--- config.mk ---
export PLATFORM = sky130hd
export DESIGN_NAME = tga_uncompressed_stream_parser_top
export DESIGN_NICKNAME = d
export VERILOG_FILES = /design/src/rtl/core/tgap_pkg.sv /design/src/rtl/core/tgap_front.sv /design/src/rtl/core/tgap_fifo.sv /design/src/rtl/core/tgap_back.sv /design/src/rtl/core/tga_uncompressed_stream_parser_top.sv
export SDC_FILE = /design/constraint.sdc
export NUM_CORES = 1
export LEC_CHECK = 0
export BUFFER_PORTS_ARGS = -buffer_cell sky130_fd_sc_hd__buf_2
export CAP_MARGIN = 25
export CORE_MARGIN = 4
export CORE_UTILIZATION = 55
export CTS_BUF_LIST = sky130_fd_sc_hd__clkbuf_8
export DETAILED_ROUTE_END_ITERATION = 8
export GPL_ROUTABILITY_DRIVEN = 0
export GPL_TIMING_DRIVEN = 0
export PLACE_DENSITY = 0.72
export REMOVE_ABC_BUFFERS = 1
export SETUP_SLACK_MARGIN = 0.02
export SYNTH_ARGS = -nofsm -noshare
export SYNTH_HDL_FRONTEND = slang
export SYNTH_SLANG_ARGS = --single-unit
--- constraint.sdc ---
create_clock -name clk -period 17.3 [get_ports clk]
set_clock_uncertainty 0.2 [all_clocks]
set_input_delay 3.46 -clock clk [delete_from_list [all_inputs] [get_ports clk]]
set_output_delay 3.46 -clock clk [all_outputs]
set_load 0.005 [all_outputs]
--- src/rtl/core/tgap_pkg.sv ---
// Shared types and constants for the uncompressed TGA stream parser.
package tgap_pkg;

    typedef enum logic [1:0] {
        PH_IDLE,
        PH_HEADER,
        PH_PIXELS,
        PH_DONE
    } phase_t;

    typedef enum logic [1:0] {
        KIND_ACCEPT = 2'd0,
        KIND_REJECT = 2'd1,
        KIND_PIXEL  = 2'd2
    } kind_t;

    typedef enum logic [2:0] {
        ERR_NONE   = 3'd0,
        ERR_ID_LEN = 3'd1,
        ERR_CMAP   = 3'd2,
        ERR_TYPE   = 3'd3,
        ERR_ORIGIN = 3'd4,
        ERR_SIZE   = 3'd5,
        ERR_DEPTH  = 3'd6
    } err_t;

    localparam logic [4:0] HP_ID_LEN   = 5'd0;
    localparam logic [4:0] HP_CMAP     = 5'd1;
    localparam logic [4:0] HP_TYPE     = 5'd2;
    localparam logic [4:0] HP_ORG_X_LO = 5'd8;
    localparam logic [4:0] HP_ORG_X_HI = 5'd9;
    localparam logic [4:0] HP_ORG_Y_LO = 5'd10;
    localparam logic [4:0] HP_ORG_Y_HI = 5'd11;
    localparam logic [4:0] HP_WIDTH_LO = 5'd12;
    localparam logic [4:0] HP_WIDTH_HI = 5'd13;
    localparam logic [4:0] HP_HEIGHT_LO = 5'd14;
    localparam logic [4:0] HP_HEIGHT_HI = 5'd15;
    localparam logic [4:0] HP_DEPTH    = 5'd16;
    localparam logic [4:0] HP_LAST     = 5'd17;

    localparam logic [7:0] TYPE_TRUECOLOUR = 8'd2;
    localparam logic [7:0] TYPE_GREY       = 8'd3;
    localparam logic [7:0] DEPTH_24        = 8'd24;
    localparam logic [7:0] DEPTH_32        = 8'd32;

    localparam logic [1:0] CH_BLUE  = 2'd0;
    localparam logic [1:0] CH_GREEN = 2'd1;
    localparam logic [1:0] CH_RED   = 2'd2;
    localparam logic [1:0] CH_ALPHA = 2'd3;

    localparam int TDATA_W = 104;

    typedef struct packed {
        kind_t       kind;
        err_t        err;
        logic [15:0] image_width;
        logic [15:0] image_height;
        logic        has_alpha;
        logic [15:0] column;
        logic [15:0] row;
        logic [7:0]  red;
        logic [7:0]  green;
        logic [7:0]  blue;
        logic [7:0]  alpha;
        logic        last;
    } res_t;

endpackage

--- src/rtl/core/tgap_front.sv ---
// Front end: takes byte transfers, tracks header and pixel state, builds results.
module tgap_front
(
    input  logic                 clk,
    input  logic                 rst_n,
    input  logic                 accept,
    input  logic [7:0]           data_byte,
    input  logic                 start_req,
    output logic                 emit,
    output tgap_pkg::res_t       res
);

    tgap_pkg::phase_t phase_reg, phase_next;
    logic [4:0]  hpos_reg, hpos_next;
    logic [1:0]  chpos_reg, chpos_next;
    logic [15:0] idmap_reg, idmap_next;
    logic [7:0]  type_reg, type_next;
    logic        origin_reg, origin_next;
    logic [15:0] width_reg, width_next;
    logic [15:0] height_reg, height_next;
    logic [7:0]  depth_reg, depth_next;
    logic [23:0] partial_reg, partial_next;
    logic [15:0] col_reg, col_next;
    logic [15:0] row_reg, row_next;

    logic        alpha4;
    logic [1:0]  lastch;
    logic        row_end;
    logic        lastpix;
    tgap_pkg::err_t err;

    always_comb
    begin
        phase_next   = phase_reg;
        hpos_next    = hpos_reg;
        chpos_next   = chpos_reg;
        idmap_next   = idmap_reg;
        type_next    = type_reg;
        origin_next  = origin_reg;
        width_next   = width_reg;
        height_next  = height_reg;
        depth_next   = depth_reg;
        partial_next = partial_reg;
        col_next     = col_reg;
        row_next     = row_reg;
        emit         = 1'b0;
        res          = '0;
        err          = tgap_pkg::ERR_NONE;
        alpha4       = 1'b0;
        lastch       = tgap_pkg::CH_RED;
        row_end      = 1'b0;
        lastpix      = 1'b0;

        if (start_req)
        begin
            phase_next   = tgap_pkg::PH_HEADER;
            hpos_next    = '0;
            chpos_next   = '0;
            idmap_next   = '0;
            type_next    = '0;
            origin_next  = 1'b0;
            width_next   = '0;
            height_next  = '0;
            depth_next   = '0;
            partial_next = '0;
            col_next     = '0;
            row_next     = '0;
        end

        unique case (phase_next)
            tgap_pkg::PH_HEADER:
            begin
                unique case (hpos_next)
                    tgap_pkg::HP_ID_LEN:    idmap_next[7:0]   = data_byte;
                    tgap_pkg::HP_CMAP:      idmap_next[15:8]  = data_byte;
                    tgap_pkg::HP_TYPE:      type_next         = data_byte;
                    tgap_pkg::HP_ORG_X_LO,
                    tgap_pkg::HP_ORG_X_HI,
                    tgap_pkg::HP_ORG_Y_LO,
                    tgap_pkg::HP_ORG_Y_HI:  origin_next = origin_next | (data_byte != 8'd0);
                    tgap_pkg::HP_WIDTH_LO:  width_next[7:0]   = data_byte;
                    tgap_pkg::HP_WIDTH_HI:  width_next[15:8]  = data_byte;
                    tgap_pkg::HP_HEIGHT_LO: height_next[7:0]  = data_byte;
                    tgap_pkg::HP_HEIGHT_HI: height_next[15:8] = data_byte;
                    tgap_pkg::HP_DEPTH:     depth_next        = data_byte;
                    default:                ;
                endcase

                if (hpos_next != tgap_pkg::HP_LAST)
                begin
                    hpos_next = hpos_next + 5'd1;
                end
                else
                begin
                    priority if (idmap_next[7:0] != 8'd0)
                        err = tgap_pkg::ERR_ID_LEN;
                    else if (idmap_next[15:8] != 8'd0)
                        err = tgap_pkg::ERR_CMAP;
                    else if (type_next != tgap_pkg::TYPE_TRUECOLOUR &&
                             type_next != tgap_pkg::TYPE_GREY)
                        err = tgap_pkg::ERR_TYPE;
                    else if (origin_next)
                        err = tgap_pkg::ERR_ORIGIN;
                    else if (width_next == 16'd0 || height_next == 16'd0)
                        err = tgap_pkg::ERR_SIZE;
                    else if (depth_next != tgap_pkg::DEPTH_24 &&
                             depth_next != tgap_pkg::DEPTH_32)
                        err = tgap_pkg::ERR_DEPTH;
                    else
                        err = tgap_pkg::ERR_NONE;

                    emit             = 1'b1;
                    res.image_width  = width_next;
                    res.image_height = height_next;
                    if (err != tgap_pkg::ERR_NONE)
                    begin
                        res.kind   = tgap_pkg::KIND_REJECT;
                        res.err    = err;
                        phase_next = tgap_pkg::PH_DONE;
                    end
                    else
                    begin
                        res.kind      = tgap_pkg::KIND_ACCEPT;
                        res.has_alpha = (depth_next == tgap_pkg::DEPTH_32);
                        phase_next    = tgap_pkg::PH_PIXELS;
                        chpos_next    = '0;
                        col_next      = '0;
                        row_next      = '0;
                    end
                end
            end

            tgap_pkg::PH_PIXELS:
            begin
                alpha4 = (depth_next == tgap_pkg::DEPTH_32);
                lastch = alpha4 ? tgap_pkg::CH_ALPHA : tgap_pkg::CH_RED;
                unique case (chpos_next)
                    tgap_pkg::CH_BLUE:  partial_next[7:0]   = data_byte;
                    tgap_pkg::CH_GREEN: partial_next[15:8]  = data_byte;
                    tgap_pkg::CH_RED:   partial_next[23:16] = data_byte;
                    tgap_pkg::CH_ALPHA: ;
                endcase

                if (chpos_next < lastch)
                begin
                    chpos_next = chpos_next + 2'd1;
                end
                else
                begin
                    chpos_next = '0;
                    row_end    = (col_next == width_next - 16'd1);
                    lastpix    = row_end && (row_next == height_next - 16'd1);

                    emit             = 1'b1;
                    res.kind         = tgap_pkg::KIND_PIXEL;
                    res.image_width  = width_next;
                    res.image_height = height_next;
                    res.has_alpha    = alpha4;
                    res.column       = col_next;
                    res.row          = row_next;
                    res.red          = partial_next[23:16];
                    res.green        = partial_next[15:8];
                    res.blue         = partial_next[7:0];
                    res.alpha        = alpha4 ? data_byte : 8'd0;
                    res.last         = lastpix;

                    priority if (lastpix)
                        phase_next = tgap_pkg::PH_DONE;
                    else if (row_end)
                    begin
                        col_next = '0;
                        row_next = row_next + 16'd1;
                    end
                    else
                        col_next = col_next + 16'd1;
                end
            end

            tgap_pkg::PH_IDLE,
            tgap_pkg::PH_DONE: ;
        endcase
    end

    always_ff @(posedge clk or negedge rst_n)
    begin
        if (!rst_n)
        begin
            phase_reg <= tgap_pkg::PH_IDLE;
            hpos_reg  <= '0;
            chpos_reg <= '0;
        end
        else if (accept)
        begin
            phase_reg <= phase_next;
            hpos_reg  <= hpos_next;
            chpos_reg <= chpos_next;
        end
    end

    always_ff @(posedge clk)
    begin
        if (accept)
        begin
            idmap_reg   <= idmap_next;
            type_reg    <= type_next;
            origin_reg  <= origin_next;
            width_reg   <= width_next;
            height_reg  <= height_next;
            depth_reg   <= depth_next;
            partial_reg <= partial_next;
            col_reg     <= col_next;
            row_reg     <= row_next;
        end
    end

endmodule

--- src/rtl/core/tgap_fifo.sv ---
// Short result queue between the front end and the output stage.
module tgap_fifo
#(
    parameter int DEPTH = 4
)
(
    input  logic           clk,
    input  logic           rst_n,
    input  logic           push,
    input  tgap_pkg::res_t push_data,
    output logic           full,
    input  logic           pop,
    output logic           not_empty,
    output tgap_pkg::res_t pop_data
);

    localparam int PTR_W = (DEPTH > 1) ? $clog2(DEPTH) : 1;
    localparam int CNT_W = $clog2(DEPTH + 1);
    localparam logic [PTR_W-1:0] PTR_LAST = PTR_W'(DEPTH - 1);
    localparam logic [CNT_W-1:0] CNT_FULL = CNT_W'(DEPTH);

    tgap_pkg::res_t   mem [DEPTH];
    logic [PTR_W-1:0] wr_ptr_reg, wr_ptr_next;
    logic [PTR_W-1:0] rd_ptr_reg, rd_ptr_next;
    logic [CNT_W-1:0] count_reg, count_next;
    logic             do_push, do_pop;

    assign full      = (count_reg == CNT_FULL);
    assign not_empty = (count_reg != '0);
    assign do_push   = push && !full;
    assign do_pop    = pop && not_empty;
    assign pop_data  = mem[rd_ptr_reg];

    always_comb
    begin
        wr_ptr_next = wr_ptr_reg;
        rd_ptr_next = rd_ptr_reg;
        count_next  = count_reg;
        if (do_push)
            wr_ptr_next = (wr_ptr_reg == PTR_LAST) ? '0 : wr_ptr_reg + PTR_W'(1);
        if (do_pop)
            rd_ptr_next = (rd_ptr_reg == PTR_LAST) ? '0 : rd_ptr_reg + PTR_W'(1);
        if (do_push && !do_pop)
            count_next = count_reg + CNT_W'(1);
        else if (do_pop && !do_push)
            count_next = count_reg - CNT_W'(1);
    end

    always_ff @(posedge clk or negedge rst_n)
    begin
        if (!rst_n)
        begin
            wr_ptr_reg <= '0;
            rd_ptr_reg <= '0;
            count_reg  <= '0;
        end
        else
        begin
            wr_ptr_reg <= wr_ptr_next;
            rd_ptr_reg <= rd_ptr_next;
            count_reg  <= count_next;
        end
    end

    always_ff @(posedge clk)
    begin
        if (do_push)
            mem[wr_ptr_reg] <= push_data;
    end

`ifndef SYNTH
    a_count_bound: assert property (@(posedge clk) disable iff (!rst_n)
        count_reg <= CNT_FULL)
        else $error("queue count beyond depth");

    a_no_push_full: assert property (@(posedge clk) disable iff (!rst_n)
        push |-> !full)
        else $error("push into full queue");

    a_count_step: assert property (@(posedge clk) disable iff (!rst_n)
        (do_push && !do_pop) |=> count_reg == $past(count_reg) + CNT_W'(1))
        else $error("queue count did not advance on push");
`endif

endmodule

--- src/rtl/core/tgap_back.sv ---
// Back end: output register stage that formats queued results into master transfers.
module tgap_back
(
    input  logic                         clk,
    input  logic                         rst_n,
    input  logic                         q_valid,
    input  tgap_pkg::res_t               q_data,
    output logic                         q_pop,
    output logic                         m_tvalid,
    input  logic                         m_tready,
    output logic [tgap_pkg::TDATA_W-1:0] m_tdata,
    output logic [1:0]                   m_tuser,
    output logic                         m_tlast
);

    tgap_pkg::res_t out_reg;
    logic           valid_reg;
    logic           load;

    assign load  = !valid_reg || m_tready;
    assign q_pop = q_valid && load;

    always_ff @(posedge clk or negedge rst_n)
    begin
        if (!rst_n)
            valid_reg <= 1'b0;
        else if (load)
            valid_reg <= q_valid;
    end

    always_ff @(posedge clk)
    begin
        if (q_pop)
            out_reg <= q_data;
    end

    assign m_tvalid = valid_reg;
    assign m_tuser  = out_reg.kind;
    assign m_tlast  = out_reg.last;
    assign m_tdata  = {4'd0,
                       out_reg.alpha,
                       out_reg.blue,
                       out_reg.green,
                       out_reg.red,
                       out_reg.row,
                       out_reg.column,
                       out_reg.has_alpha,
                       out_reg.image_height,
                       out_reg.image_width,
                       out_reg.err};

endmodule

--- src/rtl/core/tga_uncompressed_stream_parser_top.sv ---
// A result passes through the result queue and then the output register before it leaves on m_tdata.
// Throughput: one byte transfer per cycle; the front end stalls only when the result queue
// (FIFO_DEPTH entries) is full, which happens only while m_tready is held low.
// A header result follows the 18th header byte; a pixel follows its 3rd or 4th channel byte.
// Reset: rst_n is asynchronous and active low; it empties the queue and output register
// and returns the parser to waiting for a start byte.
module tga_uncompressed_stream_parser_top
#(
    parameter int FIFO_DEPTH = 4
)
(
    input  logic                         clk,
    input  logic                         rst_n,
    input  logic                         s_tvalid,
    output logic                         s_tready,
    input  logic [7:0]                   s_tdata,   // data_byte[7:0]
    input  logic                         s_tuser,   // start_req
    output logic                         m_tvalid,
    input  logic                         m_tready,
    // error_code[2:0], image_width[18:3], image_height[34:19], has_alpha[35],
    // column[51:36], row[67:52], red[75:68], green[83:76], blue[91:84],
    // alpha[99:92], zero[103:100]
    output logic [tgap_pkg::TDATA_W-1:0] m_tdata,
    output logic [1:0]                   m_tuser,   // kind[1:0]
    output logic                         m_tlast
);

    logic           accept;
    logic           emit;
    tgap_pkg::res_t front_res;
    logic           q_full;
    logic           q_valid;
    logic           q_pop;
    tgap_pkg::res_t q_data;

    assign s_tready = !q_full;
    assign accept   = s_tvalid && s_tready;

    tgap_front u_front
    (
        .clk       (clk),
        .rst_n     (rst_n),
        .accept    (accept),
        .data_byte (s_tdata),
        .start_req (s_tuser),
        .emit      (emit),
        .res       (front_res)
    );

    tgap_fifo #(.DEPTH(FIFO_DEPTH)) u_fifo
    (
        .clk       (clk),
        .rst_n     (rst_n),
        .push      (accept && emit),
        .push_data (front_res),
        .full      (q_full),
        .pop       (q_pop),
        .not_empty (q_valid),
        .pop_data  (q_data)
    );

    tgap_back u_back
    (
        .clk      (clk),
        .rst_n    (rst_n),
        .q_valid  (q_valid),
        .q_data   (q_data),
        .q_pop    (q_pop),
        .m_tvalid (m_tvalid),
        .m_tready (m_tready),
        .m_tdata  (m_tdata),
        .m_tuser  (m_tuser),
        .m_tlast  (m_tlast)
    );

`ifndef SYNTH
    a_last_is_pixel: assert property (@(posedge clk) disable iff (!rst_n)
        (m_tvalid && m_tlast) |-> m_tuser == tgap_pkg::KIND_PIXEL)
        else $error("last flag on a header result");

    a_reject_has_code: assert property (@(posedge clk) disable iff (!rst_n)
        (m_tvalid && m_tuser == tgap_pkg::KIND_REJECT) |-> m_tdata[2:0] != tgap_pkg::ERR_NONE)
        else $error("rejected header without error code");

    a_code_only_on_reject: assert property (@(posedge clk) disable iff (!rst_n)
        (m_tvalid && m_tuser != tgap_pkg::KIND_REJECT) |-> m_tdata[2:0] == tgap_pkg::ERR_NONE)
        else $error("error code on a non-reject result");
`endif

endmodule

==> parameters.txt <==
Parameter                              Value

Run status
  Run status    complete, no violations

Layout
  Area added between synthesis and finish    12.1%
  Max FFs per register    412
  Post-layout net count    between 2000 and 2500
  Layout cell share with drive strength beyond 1    19.9%
  Finished Layout Cells    2780
  Util after Layout    62.7%

STA
  Relative slew slack    35.4%
  Final count of pins violating max slew    0
  Total negative slack for setup checks    0 ns
  Post-layout worst setup margin    9.20 ns
  Post-layout minimum cycle time    8.10 ns
  Final cycle utilization of the critical path    46.8%
  Worst-margin pin slew    0.968 ns
  RSZ-0062 raised after global routing    no
  Achievable Freq    124 MHz
  Hold Fails Final Rpt    0
  Setup violators final    0
  Final worst hold slack    roughly 0.3 ns

Drt
  Number of design rule violations left after detail routing    0
  Length of the first detailed-routing pass in iterations    6
  Final wirelength    ~60000 um
  Number of vias in the routed layout    16900
  Avg Vias per Cell    6.07
  Initial DRC Count    roughly 1700
  DRT antenna net count    0
  Average wire per standard cell    21.9 um

Die
  Placeable core area    50500 sq um
  Initial Util    55.9%
  Die height    235 um
  Num rows    82
  Area of the die    55000 sq um
  Number of top-level pins    122
  Die Width    about 230 um

Power and ir drop
  Net load switching power    between 1 and 1.5 mW
  Switching Fraction    about 28%
  Cell area power density    134 nW/um^2
  Static leakage power    10.6 nW
  Internal power contribution    3.05 mW
  Part of the total power dissipated in the clock network    29.9%
  Maximum vdd drop    0.000199 V
  Share of total power in sequential cells    50.2%
  Part of the total power dissipated in combinational logic    19.8%

Placed design
  Number of buffers added on ports    117
  Placed cell count    2589
  Pre-CTS worst setup slack    8.52 ns
  Half-perimeter wire length after placement    around 37000 um

Logic synthesis
  Count of flip-flops with a built-in enable after synthesis    approximately 640
  Leading post-synthesis cells by cell area    sky130_fd_sc_hd__edfxtp_1 68%, sky130_fd_sc_hd__mux4_2 8.2%, sky130_fd_sc_hd__nand2_1 2.8%
  Synth cell types    87
  Seq cells post-synth    652
  Proportion of netlist area held by the largest area contributor    between 60% and 70%
  Synth Area per Inst    14.7 sq um
  Cell type contributing the most total cell area after synthesis    sky130_fd_sc_hd__edfxtp_1
  Portion of the post-synthesis area used by sequential elements    between 60% and 70%
  Synthesis warning total    0
  Synthesized instance count    approximately 1900
  Most used flip-flop cell after synthesis    sky130_fd_sc_hd__edfxtp_1
  Most numerous cell types in the synthesized netlist    635 x sky130_fd_sc_hd__edfxtp_1, 210 x sky130_fd_sc_hd__nand2_1, 138 x sky130_fd_sc_hd__o21ai_0
  Async set or reset register ratio after synthesis    2.61%
  Cell area after synthesis    between 20000 and 30000 sq um
  Cell with the most instances after synthesis    sky130_fd_sc_hd__edfxtp_1

Global routing
  Wire length of the first global-routing pass    about 96000 um
  Vias in the first global route    between 15000 and 20000
  Antenna violations before repair    1
  Grt total ovfl    0
  GR Util All Layers    22.6%
  Maximum number of pins on one net before global-route repair    84

Clock network
  Buffers inserted by post-CTS timing repair    0
  CTS max path bufs    3
  Cells resized by post-CTS repair    0
  Clock sink count    ~650
  Clock latency on the worst-skew pair    0.72 ns
  Clock-pin transition on the worst setup and hold timing paths    ~0.07 ns
  CTS Hold Buffers Added    0
  Num CTS Buffers    103
  H-tree Lvls    3
  Root Buffer Master    sky130_fd_sc_hd__clkbuf_8
  TritonCTS clock tree    yes

Hold path
  Endpoint of the worst hold path    u_front.phase_reg[1]
  Hold_sp    u_front.phase_reg[1]
  WHS Path Cells    1
  Class of the tightest hold or removal check    flop to flop

Worst setup path
  Cells along the critical path    buf_2 > nor3b_1 > nand4b_1 > nor2_1 > nor2_4 > buf_16 > nand2_1 > buf_16 > a21oi_2 > and3_4 > buf_16
  Worst reg2reg endpoint    u_fifo.mem[2][13]
  Reg2Reg Depth    10
  Critical Path Start Type    input pin
  Capturing element type of the critical path    flop
  Maximum fanout along the worst path    54
  Setup slack, reg-to-reg    11.82 ns
  Startpoint of the most critical register-to-register path    u_front.depth_reg[5]
  Slowest cell delay on critical path    0.85 ns
  Required time at the endpoint of the critical path    17.45 ns
  Dominant cell type by count on the critical path    sky130_fd_sc_hd__buf_16
  Setup CP Type    input pin to flop
  Slowest stage cell on the critical path    sky130_fd_sc_hd__and3_4
  Data arrival time of the critical path    8.25 ns

Job
  # Max-Cap Violations    0
layout make-up:
class | instances | area, sq um
clock buffers | 107 | 1470
repair buffers | 137 | 1050
flip-flops and latches | 652 | 19500
inverters | 33 | 131
well taps | 672 | 841
multi-input cells | 1096 | 8110
fillers | 3742 | 18800
clock inverters | 82 | 528
diodes | 1 | 2.50
worst max path at each step:
stage / start / end / slack (ns) / depth (start not counted)
global route: s_tuser / u_fifo.mem[2][49] / 8.98 / 11
floorplan: m_tready / u_fifo.count_reg[1] / 7.00 / 7
CTS: s_tuser / u_fifo.mem[2][13] / 9.27 / 11
finish: s_tuser / u_fifo.mem[2][13] / 9.20 / 11
detailed placement: s_tuser / u_fifo.mem[2][13] / 8.52 / 11
global placement: s_tuser / u_fifo.mem[0][13] / 1.07 / 8
power by group through the flow:
stage | registers, mW | logic [mW] | clock network [mW]
final | 2.13 | 0.840 | 1.27
after global routing | 2.15 | 0.924 | 1.38
after CTS | 2.12 | 0.851 | 1.30
after detailed placement | 2.15 | 0.847 | 0
after global placement | 2.27 | 0.815 | 0
after floorplan | 2.19 | 0.562 | 0
logic make-up after synthesis:
| family | share of synthesized area (%) |
|---|---|
| mux | 8.96 |
| compound gates | 6.27 |
| buf+inv | 2.39 |
| xor+xnor | 1.20 |
| fa+ha+maj | 0.780 |
| simple gates | 11.3 |
| other cells | 0.0133 |
| flops | 69.1 |
layout by cell type, fill, tap and decap left out, drive strengths merged, types with 52 or more instances in the layout:
master / count
inv: 55
buf: 137
o21ai: 141
nand2: 210
mux4: 103
nand3: 66
edfxtp: 635
clkinv: 52
clkbuf: 107
nor2: 95
and3: 62
a21oi: 56
worst max-delay path: cells and delay by family:
family	cells	cell delay, ns
simple gates	6	2.64
compound gates	1	0.74
buf+inv	4	1.26
layer usage:
metal  up-vias  track usage (%)  routed length, um
met1      8443             31.5              25300
met5         -                0                  0
li1       7629                -                  -
met3       122             4.72               4710
met4         0             8.47               1740
met2       685             35.8              29100
through the flow:
stage	power (mW)	instance area [sq um]
CTS	4.28	31600
floorplan	2.75	27700
finish	4.23	31600
detailed placement	3.00	29600
global route	4.45	31600
global placement	3.08	29100
Power figures use the tool's default switching activity.
